--- src/hdl/pssm_pkg.sv ---
// ----------------------------------------------------------------------------
// pssm_pkg
// Types, constants and step table for the pendulum swing motor sequencer.
// ----------------------------------------------------------------------------
package pssm_pkg;

  localparam int POSITION_WIDTH_DEF = 16;
  localparam int WAIT_WIDTH_DEF     = 20;

  localparam int DELAY_W  = 9;
  localparam int LIMIT_W  = 15;
  localparam int TICKS_W  = 20;
  localparam int STEP_W   = 5;
  localparam int POS_OUT_W = 16;
  localparam int CFG_IDX_W = 3;

  localparam logic [CFG_IDX_W-1:0] CFG_FIRE_DELAY_START = 3'd0;
  localparam logic [CFG_IDX_W-1:0] CFG_FIRE_DELAY_RING  = 3'd1;
  localparam logic [CFG_IDX_W-1:0] CFG_OVERTRAVEL_LIMIT = 3'd2;
  localparam logic [CFG_IDX_W-1:0] CFG_RING_HIGH        = 3'd3;
  localparam logic [CFG_IDX_W-1:0] CFG_RING_LOW         = 3'd4;
  localparam logic [CFG_IDX_W-1:0] CFG_SETTLE_TICKS     = 3'd5;
  localparam logic [CFG_IDX_W-1:0] CFG_ARC_DELAY_TICKS  = 3'd6;

  localparam logic [DELAY_W-1:0] FIRE_DELAY_START_RST = 9'd21;
  localparam logic [DELAY_W-1:0] FIRE_DELAY_RING_RST  = 9'd119;
  localparam logic [LIMIT_W-1:0] OVERTRAVEL_LIMIT_RST = 15'd2000;
  localparam logic [LIMIT_W-1:0] RING_HIGH_RST        = 15'd800;
  localparam logic [LIMIT_W-1:0] RING_LOW_RST         = 15'd400;
  localparam logic [TICKS_W-1:0] SETTLE_TICKS_RST     = 20'd117188;
  localparam logic [TICKS_W-1:0] ARC_DELAY_TICKS_RST  = 20'd58594;

  localparam logic [DELAY_W-1:0] DELAY_MAX      = 9'd256;
  localparam logic [STEP_W-1:0]  RING_FIRST     = 5'd13;
  localparam logic [STEP_W-1:0]  RING_LAST      = 5'd16;
  localparam logic [STEP_W-1:0]  STEP_FIRST     = 5'd0;
  localparam int                 UNDERSWING_LIM = 200;

  typedef enum logic [1:0] {
    PH_SETTLE = 2'd0,
    PH_ARC    = 2'd1,
    PH_RUN    = 2'd2
  } phase_t;

  typedef enum logic [1:0] {
    DRV_STOP = 2'd0,
    DRV_FWD  = 2'd1,
    DRV_REV  = 2'd2
  } drv_t;

  typedef struct packed {
    drv_t               kind;
    logic               hold_ge;
    logic signed [15:0] lim;
  } seq_entry_t;

  typedef struct packed {
    logic               triac_forward;
    logic               triac_reverse;
    logic               relay_on;
    logic               trip;
    logic signed [POS_OUT_W-1:0] position;
    logic [STEP_W-1:0]  step_index;
  } result_t;

  function automatic seq_entry_t step_entry(input logic [STEP_W-1:0]  s,
                                            input logic [LIMIT_W-1:0] ring_high,
                                            input logic [LIMIT_W-1:0] ring_low);
    seq_entry_t e;
    logic signed [15:0] hi;
    logic signed [15:0] lo;
    hi = signed'({1'b0, ring_high});
    lo = signed'({1'b0, ring_low});
    case (s)
      5'd0:  e = '{DRV_FWD,  1'b0,  16'sd200};
      5'd1:  e = '{DRV_STOP, 1'b1,  16'sd0};
      5'd2:  e = '{DRV_REV,  1'b1, -16'sd200};
      5'd3:  e = '{DRV_STOP, 1'b0,  16'sd0};
      5'd4:  e = '{DRV_FWD,  1'b0,  16'sd400};
      5'd5:  e = '{DRV_STOP, 1'b1,  16'sd0};
      5'd6:  e = '{DRV_REV,  1'b1, -16'sd400};
      5'd7:  e = '{DRV_STOP, 1'b0,  16'sd0};
      5'd8:  e = '{DRV_FWD,  1'b0,  16'sd800};
      5'd9:  e = '{DRV_STOP, 1'b1,  16'sd0};
      5'd10: e = '{DRV_REV,  1'b1, -16'sd800};
      5'd11: e = '{DRV_STOP, 1'b0,  16'sd0};
      5'd12: e = '{DRV_FWD,  1'b0,  16'sd1200};
      5'd13: e = '{DRV_STOP, 1'b1,  lo};
      5'd14: e = '{DRV_REV,  1'b1,  -hi};
      5'd15: e = '{DRV_STOP, 1'b0,  -lo};
      default: e = '{DRV_FWD, 1'b0, hi};
    endcase
    return e;
  endfunction

  function automatic logic [DELAY_W-1:0] clamp_delay(input logic [DELAY_W-1:0] d);
    return ((d == '0) || (d > DELAY_MAX)) ? DELAY_MAX : d;
  endfunction

endpackage

--- src/hdl/pendulum_swing_motor_sequencer_top.sv ---
// ----------------------------------------------------------------------------
// pendulum_swing_motor_sequencer_top
// Encoder position counter, settle/arc/run phase control, swing step
// sequencer and triac firing countdown, one tick item in, one result out.
// ----------------------------------------------------------------------------
// The two-entry output buffer registers each accepted tick's result in the
// output register, or in the skid entry while a result waits under out_stall.
// Throughput: 1 tick item per cycle while in_stall (a full skid entry) is low.
// Reset: synchronous rst_n clears all sequencer state, loads register defaults and
// empties the output buffer.
module pendulum_swing_motor_sequencer_top
  import pssm_pkg::*;
#(
  parameter int POSITION_WIDTH = POSITION_WIDTH_DEF,
  parameter int WAIT_WIDTH     = WAIT_WIDTH_DEF
) (
  input  logic                        clk,
  input  logic                        rst_n,
  input  logic                        cfg_we,
  input  logic [CFG_IDX_W-1:0]        cfg_index,
  input  logic [TICKS_W-1:0]          cfg_data,
  input  logic                        in_valid,
  output logic                        in_stall,
  input  logic                        in_zero_cross,
  input  logic                        in_encoder_step,
  input  logic                        in_encoder_dir,
  output logic                        out_valid,
  input  logic                        out_stall,
  output logic                        out_triac_forward,
  output logic                        out_triac_reverse,
  output logic                        out_relay_on,
  output logic                        out_trip,
  output logic signed [POS_OUT_W-1:0] out_position,
  output logic [STEP_W-1:0]           out_step_index
);

  localparam int CW = ((POSITION_WIDTH > 16) ? POSITION_WIDTH : 16) + 1;
  localparam int WC = (WAIT_WIDTH > TICKS_W) ? WAIT_WIDTH : TICKS_W;

  // configuration
  logic [DELAY_W-1:0] fire_delay_start_r, fire_delay_ring_r;
  logic [LIMIT_W-1:0] overtravel_limit_r, ring_high_r, ring_low_r;
  logic [TICKS_W-1:0] settle_ticks_r, arc_delay_ticks_r;

  always_ff @(posedge clk) begin
    if (!rst_n) begin
      fire_delay_start_r <= FIRE_DELAY_START_RST;
      fire_delay_ring_r  <= FIRE_DELAY_RING_RST;
      overtravel_limit_r <= OVERTRAVEL_LIMIT_RST;
      ring_high_r        <= RING_HIGH_RST;
      ring_low_r         <= RING_LOW_RST;
      settle_ticks_r     <= SETTLE_TICKS_RST;
      arc_delay_ticks_r  <= ARC_DELAY_TICKS_RST;
    end else if (cfg_we) begin
      case (cfg_index)
        CFG_FIRE_DELAY_START: fire_delay_start_r <= cfg_data[DELAY_W-1:0];
        CFG_FIRE_DELAY_RING:  fire_delay_ring_r  <= cfg_data[DELAY_W-1:0];
        CFG_OVERTRAVEL_LIMIT: overtravel_limit_r <= cfg_data[LIMIT_W-1:0];
        CFG_RING_HIGH:        ring_high_r        <= cfg_data[LIMIT_W-1:0];
        CFG_RING_LOW:         ring_low_r         <= cfg_data[LIMIT_W-1:0];
        CFG_SETTLE_TICKS:     settle_ticks_r     <= cfg_data;
        CFG_ARC_DELAY_TICKS:  arc_delay_ticks_r  <= cfg_data;
        default: ;
      endcase
    end
  end

  // sequencer state
  logic [POSITION_WIDTH-1:0] pos_r, pos_nxt;
  phase_t                    phase_r, phase_nxt;
  logic [STEP_W-1:0]         step_r, step_nxt;
  logic [WAIT_WIDTH-1:0]     wait_r, wait_nxt;
  logic [DELAY_W-1:0]        fire_cnt_r, fire_cnt_nxt;
  logic                      armed_r, armed_nxt;
  logic                      gate_fwd_r, gate_fwd_nxt;
  logic                      gate_rev_r, gate_rev_nxt;
  logic                      relay_r, relay_nxt;

  logic                      in_acc;
  logic                      tripped;
  drv_t                      drive;
  seq_entry_t                ent_cur, ent_new;
  logic                      hold;
  logic signed [CW-1:0]      p_ext, lim_ext, ot_lim, under_lim;
  logic [WC-1:0]             wait_ext, settle_ext, arc_ext;
  logic [DELAY_W-1:0]        delay_sel;
  logic                      starter;
  logic [POSITION_WIDTH+POS_OUT_W-1:0] pos_wide;
  result_t                   res_nxt;

  assign ot_lim    = signed'({{(CW-LIMIT_W){1'b0}}, overtravel_limit_r});
  assign under_lim = -signed'(CW'(UNDERSWING_LIM));
  assign settle_ext = WC'(settle_ticks_r);
  assign arc_ext    = WC'(arc_delay_ticks_r);

  always_comb begin
    pos_nxt      = pos_r;
    phase_nxt    = phase_r;
    step_nxt     = step_r;
    wait_nxt     = wait_r;
    fire_cnt_nxt = fire_cnt_r;
    armed_nxt    = armed_r;
    gate_fwd_nxt = gate_fwd_r;
    gate_rev_nxt = gate_rev_r;
    relay_nxt    = relay_r;
    tripped      = 1'b0;
    drive        = DRV_STOP;
    hold         = 1'b0;
    ent_cur      = step_entry(STEP_FIRST, ring_high_r, ring_low_r);
    ent_new      = ent_cur;
    lim_ext      = '0;
    wait_ext     = '0;
    delay_sel    = '0;
    starter      = 1'b1;

    if (in_encoder_step) begin
      pos_nxt = in_encoder_dir ? pos_r + 1'b1 : pos_r - 1'b1;
    end
    p_ext = signed'({{(CW-POSITION_WIDTH){pos_nxt[POSITION_WIDTH-1]}}, pos_nxt});

    case (phase_r)
      PH_RUN: begin
        if (step_r > RING_LAST) begin
          step_nxt = RING_FIRST;
        end
        if ((p_ext >= ot_lim) || (p_ext <= -ot_lim) ||
            ((step_nxt == STEP_FIRST) && (p_ext <= under_lim))) begin
          phase_nxt    = PH_SETTLE;
          wait_nxt     = '0;
          step_nxt     = STEP_FIRST;
          pos_nxt      = '0;
          armed_nxt    = 1'b0;
          fire_cnt_nxt = '0;
          gate_fwd_nxt = 1'b0;
          gate_rev_nxt = 1'b0;
          relay_nxt    = 1'b0;
          tripped      = 1'b1;
        end else begin
          ent_cur = step_entry(step_nxt, ring_high_r, ring_low_r);
          lim_ext = signed'({{(CW-16){ent_cur.lim[15]}}, ent_cur.lim});
          hold    = ent_cur.hold_ge ? (p_ext >= lim_ext) : (p_ext <= lim_ext);
          if (!hold) begin
            step_nxt = (step_nxt == RING_LAST) ? RING_FIRST : step_nxt + 1'b1;
          end
          ent_new = step_entry(step_nxt, ring_high_r, ring_low_r);
          drive   = ent_new.kind;
        end
      end
      PH_ARC: begin
        relay_nxt = 1'b1;
        wait_ext  = WC'(wait_r);
        if (wait_ext >= arc_ext) begin
          phase_nxt = PH_RUN;
          step_nxt  = STEP_FIRST;
          wait_nxt  = '0;
        end else if (!(&wait_r)) begin
          wait_nxt = wait_r + 1'b1;
        end
      end
      default: begin
        phase_nxt = PH_SETTLE;
        relay_nxt = 1'b0;
        if (in_encoder_step) begin
          wait_nxt = '0;
        end else if (!(&wait_r)) begin
          wait_nxt = wait_r + 1'b1;
        end
        wait_ext = WC'(wait_nxt);
        if ((wait_ext >= settle_ext) && (wait_nxt != '0)) begin
          pos_nxt   = '0;
          relay_nxt = 1'b1;
          phase_nxt = PH_ARC;
          wait_nxt  = '0;
        end
      end
    endcase

    case (drive)
      DRV_FWD: gate_rev_nxt = 1'b0;
      DRV_REV: gate_fwd_nxt = 1'b0;
      default: begin
        gate_fwd_nxt = 1'b0;
        gate_rev_nxt = 1'b0;
      end
    endcase

    starter   = !((phase_nxt == PH_RUN) && (step_nxt >= RING_FIRST));
    delay_sel = starter ? fire_delay_start_r : fire_delay_ring_r;
    if (in_zero_cross) begin
      gate_fwd_nxt = 1'b0;
      gate_rev_nxt = 1'b0;
      fire_cnt_nxt = clamp_delay(delay_sel);
      armed_nxt    = 1'b1;
    end else if (armed_r) begin
      if (fire_cnt_nxt != '0) begin
        fire_cnt_nxt = fire_cnt_nxt - 1'b1;
      end
      if (fire_cnt_nxt == '0) begin
        armed_nxt = 1'b0;
        if (drive == DRV_FWD) begin
          gate_fwd_nxt = 1'b1;
        end else if (drive == DRV_REV) begin
          gate_rev_nxt = 1'b1;
        end
      end
    end
  end

  assign pos_wide = {{POS_OUT_W{1'b0}}, pos_nxt};

  always_comb begin
    res_nxt.triac_forward = gate_fwd_nxt;
    res_nxt.triac_reverse = gate_rev_nxt;
    res_nxt.relay_on      = relay_nxt;
    res_nxt.trip          = tripped;
    res_nxt.position      = signed'(pos_wide[POS_OUT_W-1:0]);
    res_nxt.step_index    = (phase_nxt == PH_RUN) ? step_nxt : STEP_FIRST;
  end

  always_ff @(posedge clk) begin
    if (!rst_n) begin
      pos_r      <= '0;
      phase_r    <= PH_SETTLE;
      step_r     <= '0;
      wait_r     <= '0;
      fire_cnt_r <= '0;
      armed_r    <= 1'b0;
      gate_fwd_r <= 1'b0;
      gate_rev_r <= 1'b0;
      relay_r    <= 1'b0;
    end else if (in_acc) begin
      pos_r      <= pos_nxt;
      phase_r    <= phase_nxt;
      step_r     <= step_nxt;
      wait_r     <= wait_nxt;
      fire_cnt_r <= fire_cnt_nxt;
      armed_r    <= armed_nxt;
      gate_fwd_r <= gate_fwd_nxt;
      gate_rev_r <= gate_rev_nxt;
      relay_r    <= relay_nxt;
    end
  end

  // output register plus skid entry
  logic    out_vld_r, skid_vld_r;
  result_t out_res_r, skid_res_r;
  logic    out_take;

  assign in_stall = skid_vld_r;
  assign in_acc   = in_valid && !skid_vld_r;
  assign out_take = out_vld_r && !out_stall;

  always_ff @(posedge clk) begin
    if (!rst_n) begin
      out_vld_r  <= 1'b0;
      skid_vld_r <= 1'b0;
    end else if (out_take) begin
      if (skid_vld_r) begin
        skid_vld_r <= 1'b0;
      end else begin
        out_vld_r <= in_acc;
      end
    end else if (!out_vld_r) begin
      out_vld_r <= in_acc;
    end else if (in_acc) begin
      skid_vld_r <= 1'b1;
    end
  end

  always_ff @(posedge clk) begin
    if (out_take && skid_vld_r) begin
      out_res_r <= skid_res_r;
    end else if (in_acc && (out_take || !out_vld_r)) begin
      out_res_r <= res_nxt;
    end else if (in_acc) begin
      skid_res_r <= res_nxt;
    end
  end

  assign out_valid         = out_vld_r;
  assign out_triac_forward = out_res_r.triac_forward;
  assign out_triac_reverse = out_res_r.triac_reverse;
  assign out_relay_on      = out_res_r.relay_on;
  assign out_trip          = out_res_r.trip;
  assign out_position      = out_res_r.position;
  assign out_step_index    = out_res_r.step_index;

endmodule

--- config.mk ---
export PLATFORM = sky130hd
export DESIGN_NAME = pendulum_swing_motor_sequencer_top
export DESIGN_NICKNAME = d
export VERILOG_FILES = /design/src/hdl/pssm_pkg.sv /design/src/hdl/pendulum_swing_motor_sequencer_top.sv
export SDC_FILE = /design/constraint.sdc
export NUM_CORES = 1
export LEC_CHECK = 0
export BUFFER_PORTS_ARGS = -buffer_cell sky130_fd_sc_hd__buf_2
export CAP_MARGIN = 30
export CORE_ASPECT_RATIO = 1.75
export CORE_MARGIN = 3
export CORE_UTILIZATION = 55
export DETAILED_ROUTE_END_ITERATION = 12
export PLACE_DENSITY = 0.69
export SKIP_CTS_REPAIR_TIMING = 1
export SYNTH_ARGS = -nofsm -noshare
export SYNTH_HDL_FRONTEND = slang
export SYNTH_SLANG_ARGS = --single-unit
--- constraint.sdc ---
create_clock -name clk -period 16.6 [get_ports clk]
set_input_delay 0.83 -clock clk [delete_from_list [all_inputs] [get_ports clk]]
set_output_delay 0.83 -clock clk [all_outputs]
set_load 0.05 [all_outputs]
==> metrics.md, run 1 <==
| Metric | Value |
|---|---|
| Synth area leaders | dfxtp_1 22%, edfxtp_1 10%, ha_1 9.7% |
| DRT antenna net count | 0 |
| Post-synthesis mux area share | 1.25% |
| Fillers | 2416 |
| Post-DP Area | 15000 um2 |
| Post-route cell area | 15700 um2 |
| Die width | roughly 130 um |
| Residual DRC count | 0 |
| CTS sink cnt | 211 |
| Worst Setup Path Type | flop to flop |
| Status | finished, final reports clean |
| Antenna cells | 0 |
| Max incr delay on CP | between 0.7 and 0.8 ns |
| Row cnt | 78 |
| Via Count | 13900 |
| Sequential Area | 4720 um2 |
| Core area | 26100 um2 |
| FF+latch count, synth | 211 |
| Seq/Total Area, Yosys | between 30% and 40% |
| Synth Area in Compound Gates | 23.2% |
| Measured slew at the worst slew-check pin | 1.02 ns |
| Ys flop type | dfxtp_1 |
| Max Slew Vio Count | 0 |
| Mapped Nets | 2019 |
| Yosys top cell by area | dfxtp_1 |
| Count leader, synth | nand2_1 |
| Largest net degree at the start of global routing | 86 |
| Worst-Skew Late Latency | between 0.5 and 0.6 ns |
| Hold Slack | 0.454 ns |
| Adder-cell area share of the yosys netlist | 9.88% |
| GPL Wtd Cong | roughly 0.98 |
| Max-Cap Viols | 0 |
| XOR/XNOR share of the synthesized area | 2.21% |
| Arrival time worst endpoint | 9.00 ns |
| Fraction of registers with async set/reset | 0% |
| CP Launch Type | flop |
| DP Worst Slack | roughly 7.9 ns |
| Count of cell types in the netlist | a little over 100 |
| Buffers on Ports | between 50 and 60 |
| CP endpoint kind | flop |
| WL/cell | ~20 um |
| Pwr Density | 88.4 nW/um2 |
| Io pins | 58 |
| Leak pwr | 6.17 nW |
| Grt total ovfl | 0 |
| Hold crit path type | flop to flop |
| Setup Skew | 0.0313 ns |
| DP HPWL | 34.0 mm |
| Crit path max fanout | 19 |
| CTS tree | yes |
| CP most frequent cell | ha_1 |
| Simple-gate share of the synthesized area | between 20% and 30% |
| Slowest cell on crit path | dfxtp_1 |
| Area grow syn2layout | 7.34% |
| Initial Util | between 50% and 60% |
| Total Die Area | 28700 um2 |
| Layout net count | 2007 |
| Final critical-path share of the clock period | 51.3% |
| Vias/cell | 6.31 |
| Initial antenna violation count | 0 |
| DRT iter0 DRCs | 902 |
| Main combinational cell family by area after synthesis | simple AND/OR/NAND/NOR gates |
| Final setup viols | 0 |
| Final WS setup | between 8 and 9 ns |
| EDFF count, synth | 50 |
| WL final | 45.0 mm |
| CP required | 17.08 ns |
| CTS Buf Count | 22 |
| Syn_area_per_cell | just under 8 um2 |
| Total number of yosys warnings | 0 |
| Synth Instances | 1873 |
| Clk slew on worst S/H paths | 0.06 ns |
| CTS Root Cell | clkbuf_16 |
| Clock Tree Buf Depth | 3 |
| Die Y | 222 um |
| Peak VDD IR | 77.0 uV |
| DRT Pass-1 Iters | 5 |
| Multi-input gate area in the final layout | between 9000 and 10000 um2 |
| Fin. Hold Viols | 0 |
| Fin Setup TNS | 0 ns |
| H-tree Lvls | 1 |
| FMAX | 0.117 GHz |
| Total GRT Usage | 30.7% |
| Global-route wire length before repair | 70.2 mm |
| Top cells by instance count after synthesis | 316 x nand2_1, 164 x a21oi_1, 161 x dfxtp_1 |
| RSZ-0062 raised after global routing | no |
| Slew margin rel. | a little under a third |
| Tmin final | 8.52 ns |
| Share of the synthesized area in the top cell type | 22.0% |
| Share of layout cells above drive strength 1 | about 8.9% |
| Synthesized area | 14600 um2 |
| Number of global-route vias before repair | roughly 13000 |
[area by class of cell]
class	count	area share [%]
tap	320	2.55
clock inverter	12	0.964
clock buffer	27	3.75
multi-input combinational	1443	57.5
inverter	110	2.63
timing repair buffer	73	2.58
sequential	211	30.1
[per-layer routing]
layer  share of wire (%)  global-route usage (%)  wire, um  up-vias
li1                    -                       -         -     6715
met1                  35                    31.3     15900     6526
met4                 8.5                    22.6      3840        0
met3                 4.1                    3.78      1830      188
met2                  52                    55.8     23500      437
met5                   0                       0         0        -
[logic make-up after synthesis]
| family | after synthesis |
|---|---|
| mux | 17 |
| xor+xnor | 37 |
| simple gates | 762 |
| compound gates | 512 |
| flops | 211 |
| fa+ha+maj | 115 |
| buf+inv | 219 |
[cells in the final DEF, fill, tap and decap left out, types with 7 or more instances in the layout]
master / synthesis / final
a31oi_1: 17 / 17
or3_1: 39 / 39
and4_1: 8 / 8
xor2_1: 8 / 8
dfxtp_1: 161 / 161
xnor2_1: 29 / 29
clkbuf_16: 0 / 22
a211oi_1: 25 / 25
o21ai_1: 8 / 8
o21ai_0: 82 / 82
nor2_1: 130 / 129
edfxtp_1: 50 / 50
ha_1: 114 / 114
o21a_1: 16 / 16
mux2i_1: 10 / 10
nor3_1: 37 / 37
o2111ai_1: 7 / 7
nand2_1: 316 / 316
inv_1: 109 / 109
nand4_1: 28 / 28
or2_2: 7 / 7
a21oi_1: 164 / 163
or4_1: 8 / 8
nor4_1: 18 / 18
nand3_1: 71 / 71
a21o_1: 25 / 25
buf_4: 3 / 16
o31ai_1: 25 / 25
nand2b_1: 23 / 23
and3_1: 13 / 13
and2_1: 13 / 13
nor2b_1: 15 / 15
o211ai_1: 45 / 45
buf_2: 17 / 57
[state kept, by name, summed over array words and instances, names as in the netlist, 2 cells and up]
name,flops
wait_r,20
overtravel_limit_r,15
fire_delay_ring_r,9
out_position,16
fire_delay_start_r,9
ring_high_r,15
step_r,5
skid_res_r,25
pos_r,16
ring_low_r,15
out_step_index,5
fire_cnt_r,9
settle_ext,20
phase_r,2
arc_delay_ticks_r,20
[worst max-delay path: cells and delay by family, from the launching register on]
kind,cells,cell delay (ns)
simple gates,14,2.88
flops,1,0.75
buf+inv,1,0.13
compound gates,10,2.58
mux,2,0.71
fa+ha+maj,4,1.39
[metrics by stage]
step	total power, W	cells	util, %
floorplan	0.000792	1873	-
global placement	0.000871	2156	57.4
detailed placement	0.000878	2157	57.4
CTS	0.00139	2196	60.3
global route	0.00144	2196	60.3
finish	0.00139	2196	60.3
[path summary, 6_finish.rpt]
check	slack [ns]	to	from	depth (start not counted)
setup / recovery	8.08	fire_cnt_r[1]	step_r[2]	31
hold / removal	0.45	arc_delay_ticks_r[17]	arc_delay_ticks_r[17]	2
setup reg to reg	8.08	fire_cnt_r[1]	step_r[2]	31
hold reg to reg	0.45	arc_delay_ticks_r[17]	arc_delay_ticks_r[17]	2
[report_power, final]
group / switching, W / internal [W]
logic: 0.000201 / 0.000100
registers: 0.0000188 / 0.000551
clock network: 0.000217 / 0.000300
total: 0.000437 / 0.000952
Note: power is estimated with default switching activity, not from simulation.
==> run 2: changes to the inputs <==
==> constraint.sdc (replaced) <==
create_clock -name clk -period 8.65 [get_ports clk]
set_input_delay 0.4325 -clock clk [delete_from_list [all_inputs] [get_ports clk]]
set_output_delay 0.4325 -clock clk [all_outputs]
set_load 0.05 [all_outputs]
==> run 2 against run 1 <==
  * Critical path type unchanged
  * Combinational power increased by 93%
  * First-iteration DRC count is 5.0% higher
  * Critical endpoint unchanged
  * Sequential power rose by 92%
==> metrics.md, run 2 (same netlist as run 1, synthesis figures left out) <==
| Metric | Value |
|---|---|
| Arrival time worst endpoint | 8.36 ns (-0.64 ns) |
| Reg2reg end | fire_cnt_r[1] |
| GPL Wtd Cong | 0.934 (-5.1%) |
| Share of layout cells above drive strength 1 | 9.39% (+0.49 points) |
| Die width | 129 um (unchanged) |
| Area grow syn2layout | 7.63% |
| Top reg by flops | skid_res_r |
| Setup Skew | 0.0179 ns (-0.0134 ns) |
| Crit path max fanout | 18 (-1) |
| Max-Cap Viols | 0 (unchanged) |
| Buffers on Ports | 57 (unchanged) |
| Residual DRC count | 0 (unchanged) |
| Fin. Hold Viols | 0 (unchanged) |
| Pwr Density | 167 nW/um2 (+89%) |
| Hold Crit Start | cfg_data[16] |
| Fillers | 2450 (+1.4%) |
| Hold path depth | 3 (+1) |
| CTS Root Cell | clkbuf_16 |
| Global-route wire length before repair | 70.3 mm (+0.16%) |
| CTS tree | yes |
| WL/cell | 20.4 um (-0.57%) |
| Peak VDD IR | 165 uV (+110%) |
| Initial antenna violation count | 0 (unchanged) |
| Die Y | 222 um (unchanged) |
| Total GRT Usage | 30.8% (about the same) |
| CTS Buf Count | 22 (unchanged) |
| Via Count | 13800 (-0.29%) |
| Max FFs per register | 25 (unchanged) |
| H-tree Lvls | 1 (unchanged) |
| Fin Setup TNS | 0 ns (unchanged) |
| CP endpoint kind | flop |
| Leak pwr | 6.19 nW (+0.39%) |
| Final critical-path share of the clock period | 91.1% (+40 points) |
| Worst Reg-to-Reg Cells | 29 (-6.5%) |
| Worst Hold End | settle_ext[16] |
| Post-route cell area | 15800 um2 (+0.28%) |
| Multi-input gate area in the final layout | 9020 um2 (unchanged) |
| CP required | 9.13 ns (-7.95 ns) |
| Tmin final | 7.88 ns (-0.644 ns) |
| Number of global-route vias before repair | 13300 (-1.0%) |
| Antenna cells | 0 (unchanged) |
| Io pins | 58 (unchanged) |
| WL final | 44.9 mm (-0.21%) |
| Worst Setup Path Type | flop to flop |
| Status | finished, final reports clean |
| CTS sink cnt | 211 (unchanged) |
| Layout net count | 2015 (+0.40%) |
| Worst R2R Setup Slack | 0.77 ns (-7.31 ns) |
| Post-DP Area | 15000 um2 (+0.35%) |
| Most common cell after layout, fill and taps aside | nand2_1 |
| DP HPWL | 34.0 mm (about the same) |
| CP Launch Type | flop |
| Slew margin rel. | 29.0% (-2.8 points) |
| Grt total ovfl | 0 (unchanged) |
| Max incr delay on CP | 0.54 ns (-0.21 ns) |
| Beginning of the worst register-to-register path | step_r[2] |
| Vias/cell | 6.27 (-0.65%) |
| Max Slew Vio Count | 0 (unchanged) |
| Largest net degree at the start of global routing | 84 (-2.3%) |
| Slowest cell on crit path | dfxtp_1 |
| Core area | 26100 um2 (unchanged) |
| RSZ-0062 raised after global routing | no |
| Commonest cells after routing, fill and taps aside | 316 x nand2_1, 163 x a21oi_1, 161 x dfxtp_1 |
| Clk slew on worst S/H paths | 0.07 ns (about the same) |
| Clock Tree Buf Depth | 3 (unchanged) |
| Sequential Area | 4720 um2 (unchanged) |
| Total Die Area | 28700 um2 (unchanged) |
| Worst-Skew Late Latency | 0.53 ns (about the same) |
| DRT Pass-1 Iters | 6 (+1) |
| FMAX | 0.127 GHz (+8.2%) |
| DRT iter0 DRCs | 947 (+5.0%) |
| Hold crit path type | primary input to flop |
| DRT antenna net count | 0 (unchanged) |
| Measured slew at the worst slew-check pin | 1.07 ns (+0.0423 ns) |
| Initial Util | 56.2% (unchanged) |
| Row cnt | 78 (unchanged) |
| Final setup viols | 0 (unchanged) |
==> run 2: worst max path at each step <==
stage / end / slack, ns / startpoint
finish: fire_cnt_r[1] / 0.77 / step_r[2]
global route: fire_cnt_r[1] / 0.008 / step_r[2]
CTS: fire_cnt_r[1] / 0.86 / step_r[2]
detailed placement: fire_cnt_r[1] / 0.90 / step_r[2]
global placement: fire_cnt_r[0] / 1.08 / step_r[2]
floorplan: fire_cnt_r[1] / 1.72 / step_r[0]
==> run 2: through the flow <==
stage	setup slack [ns]	util, %	power, W	hold slack [ns]	cells
after CTS	0.857	60.4	0.00265	0.151	2203
after global placement	1.08	57.6	0.00167	0.442	2164
after global routing	0.00818	60.5	0.00275	0.173	2204
after floorplan	1.72	-	0.00152	0.436	1873
after detailed placement	0.901	57.6	0.00168	0.447	2164
final	0.770	60.5	0.00264	0.161	2204
==> run 2: power breakdown <==
part	leakage (nW)	internal, W	switching (W)	total (W)
Clock	0.357	0.000545	0.000418	0.000963
Combinational	4.05	0.000196	0.000385	0.000581
Sequential	1.78	0.00106	0.0000349	0.00109
==> run 2: per-layer routing <==
metal	vias to the layer above	share of wire, %	global-route usage, %
met5	-	0	0
met4	0	7.3	19.3
met3	172	3.8	2.94
met2	454	53	56.7
met1	6459	36	32.5
li1	6741	-	-
==> run 2: layout make-up <==
cell class	instances	area share [%]
multi-input combinational	1443	57.3
sequential	211	30.0
clock buffer	29	4.00
timing repair buffer	81	2.95
inverter	110	2.62
tap	320	2.54
clock inverter	10	0.604
==> run 2: worst max-delay path, delay by kind of cell (launching register included) <==
kind | cells | cell delay, ns
compound gates | 9 | 2.23
flops | 1 | 0.54
fa+ha+maj | 3 | 1.09
simple gates | 14 | 3.06
mux | 2 | 0.70
buf+inv | 1 | 0.18
==> run 3: changes to the inputs <==
--- a/config.mk
+++ b/config.mk
@@ -11,6 +11,7 @@
 export CORE_MARGIN = 3
 export CORE_UTILIZATION = 55
 export DETAILED_ROUTE_END_ITERATION = 12
+export GPL_TIMING_DRIVEN = 0
 export PLACE_DENSITY = 0.69
 export SKIP_CTS_REPAIR_TIMING = 1
 export SYNTH_ARGS = -nofsm -noshare
==> run 3 against run 2 <==
  * Critical path depth grew 2
  * Hold slack better by 0.0029 ns
  * Power grew 0.72%
  * Sequential share of layout area decreased by 0.60 points
  * Largest power group unchanged
==> metrics.md, run 3 (same netlist as run 1, synthesis figures left out) <==
| Metric | Value |
|---|---|
| Final std cells w/o fill | 2292 (+4.0%) |
| Max incr delay on CP | 0.47 ns (-0.07 ns) |
| Clk slew on worst S/H paths | 0.07 ns (about the same) |
| Share of layout cells above drive strength 1 | 8.98% (-0.42 points) |
| WL final | 50.3 mm (+12%) |
| Crit path max fanout | 10 (-8) |
| Final setup viols | 0 (unchanged) |
| Number of global-route vias before repair | 14100 (+5.9%) |
| CP endpoint kind | flop |
| DRT Pass-1 Iters | 6 (unchanged) |
| Arrival time worst endpoint | 8.51 ns (+0.15 ns) |
| Post-DP Area | 15400 um2 (+2.3%) |
| Initial antenna violation count | 1 (+1) |
| Dpl cells | 2252 (+4.1%) |
| Final critical-path share of the clock period | 92.9% (+1.8 points) |
| Hold crit path type | primary input to flop |
| Largest net degree at the start of global routing | 21 (-75%) |
| Initial Util | 56.2% (unchanged) |
| Slowest cell on crit path | o311ai_0 |
| Peak VDD IR | 152 uV (-8.2%) |
| WL/cell | 22.0 um (+7.8%) |
| FMAX | 0.124 GHz (-2.0%) |
| Slew margin rel. | 37.7% (+8.7 points) |
| CTS Root Cell | clkbuf_16 |
| Layout net count | 2102 (+4.3%) |
| Max FFs per register | 25 (unchanged) |
| CTS sink cnt | 211 (unchanged) |
| DRT antenna net count | 0 (unchanged) |
| Max-Cap Viols | 0 (unchanged) |
| Grt total ovfl | 0 (unchanged) |
| Core area | 26100 um2 (unchanged) |
| Residual DRC count | 0 (unchanged) |
| Leak pwr | 6.31 nW (+2.0%) |
| Fin. Hold Viols | 0 (unchanged) |
| Beginning of the worst register-to-register path | step_r[2] |
| CTS tree | yes |
| Fillers | 2408 (-1.7%) |
| DP Worst Slack | 0.179 ns (-0.721 ns) |
| Worst setup path start | step_r[2] |
| Worst Setup Path Type | flop to flop |
| Total Die Area | 28700 um2 (unchanged) |
| Total GRT Usage | 34.3% (+3.6 points) |
| DRT iter0 DRCs | 898 (-5.2%) |
| DP HPWL | 39.0 mm (+15%) |
| Die Y | 222 um (unchanged) |
| CTS Buf Count | 23 (+4.5%) |
| Top reg by flops | skid_res_r |
| CP required | 9.12 ns (about the same) |
| Antenna cells | 0 (unchanged) |
| Tmin final | 8.04 ns (+0.158 ns) |
| Post-route cell area | 16100 um2 (+2.0%) |
| Buffers on Ports | 55 (-3.5%) |
| Max Slew Vio Count | 0 (unchanged) |
| Worst-Skew Late Latency | 0.53 ns (about the same) |
| Final WS setup | 0.613 ns (-0.158 ns) |
| Hold Crit Start | cfg_data[16] |
| Status | finished, final reports clean |
| Io pins | 58 (unchanged) |
| Via Count | 14300 (+3.5%) |
| Measured slew at the worst slew-check pin | 0.935 ns (-0.130 ns) |
| Vias/cell | 6.24 (-0.47%) |
| Commonest cells after routing, fill and taps aside | 316 x nand2_1, 163 x a21oi_1, 161 x dfxtp_1 |
| Total power | 0.00266 W (+0.72%) |
| Fin Setup TNS | 0 ns (unchanged) |
| Clock Tree Buf Depth | 3 (unchanged) |
| CP Launch Type | flop |
| GPL Wtd Cong | 0.993 (+6.3%) |
| Most common cell after layout, fill and taps aside | nand2_1 |
| RSZ-0062 raised after global routing | no |
| Row cnt | 78 (unchanged) |
| Global-route wire length before repair | 76.8 mm (+9.3%) |
| Die width | 129 um (unchanged) |
| Setup Skew | 0.0185 ns (+0.000587 ns) |
| Area grow syn2layout | 9.83% |
| Pwr Density | 165 nW/um2 (-1.3%) |
| CP most frequent cell | ha_1 |
| H-tree Lvls | 1 (unchanged) |
run 3: worst paths after layout:
path,endpoint,slack [ns],cells after the start
setup / recovery,fire_cnt_r[6],0.61,31
hold reg to reg,arc_delay_ticks_r[4],0.46,2
setup reg to reg,fire_cnt_r[6],0.61,31
hold / removal,settle_ext[16],0.16,3
run 3: report_power, final:
| part | total, W | leakage (nW) | switching (W) | internal, W |
|---|---|---|---|---|
| registers | 0.00109 | 1.78 | 0.0000301 | 0.00106 |
| logic | 0.000610 | 4.19 | 0.000410 | 0.000200 |
| clock network | 0.000958 | 0.341 | 0.000424 | 0.000535 |
| total | 0.00266 | 6.31 | 0.000863 | 0.00179 |
run 3: per-stage QoR:
stage | hold WS [ns] | utilization, %
2_1_floorplan | 0.436 | -
4_1_cts | 0.148 | 61.7
3_5_place_dp | 0.447 | 59.0
3_3_place_gp | 0.443 | 58.8
5_1_grt | 0.176 | 61.7
6_report | 0.164 | 61.7
run 3: layer usage:
layer	global-route usage, %	part of all wire [%]
met1	34.1	34
met2	61.6	51
met3	4.07	4.6
met4	28.7	10
met5	0	0
run 3: cell type report:
cell class	instances	area, um2	share of cell area (%)
flip-flops and latches	211	4720	29.4
well taps	320	400	2.49
plain buffers	108	479	2.98
inverters	110	413	2.57
multi-input cells	1443	9020	56.1
repair buffers	59	330	2.05
clock inverters	8	78.8	0.490
clock buffers	33	623	3.88
run 3: worst max-delay path: cells and delay by family, from the launching register on:
kind / cells / cell delay [ns]
AO/OA/AOI/OAI: 6 / 1.78
AND/OR/NAND/NOR: 14 / 2.74
multiplexers: 2 / 0.70
buffers and inverters: 5 / 1.10
flip-flops: 1 / 0.31
adder cells (fa/ha/maj): 4 / 1.29
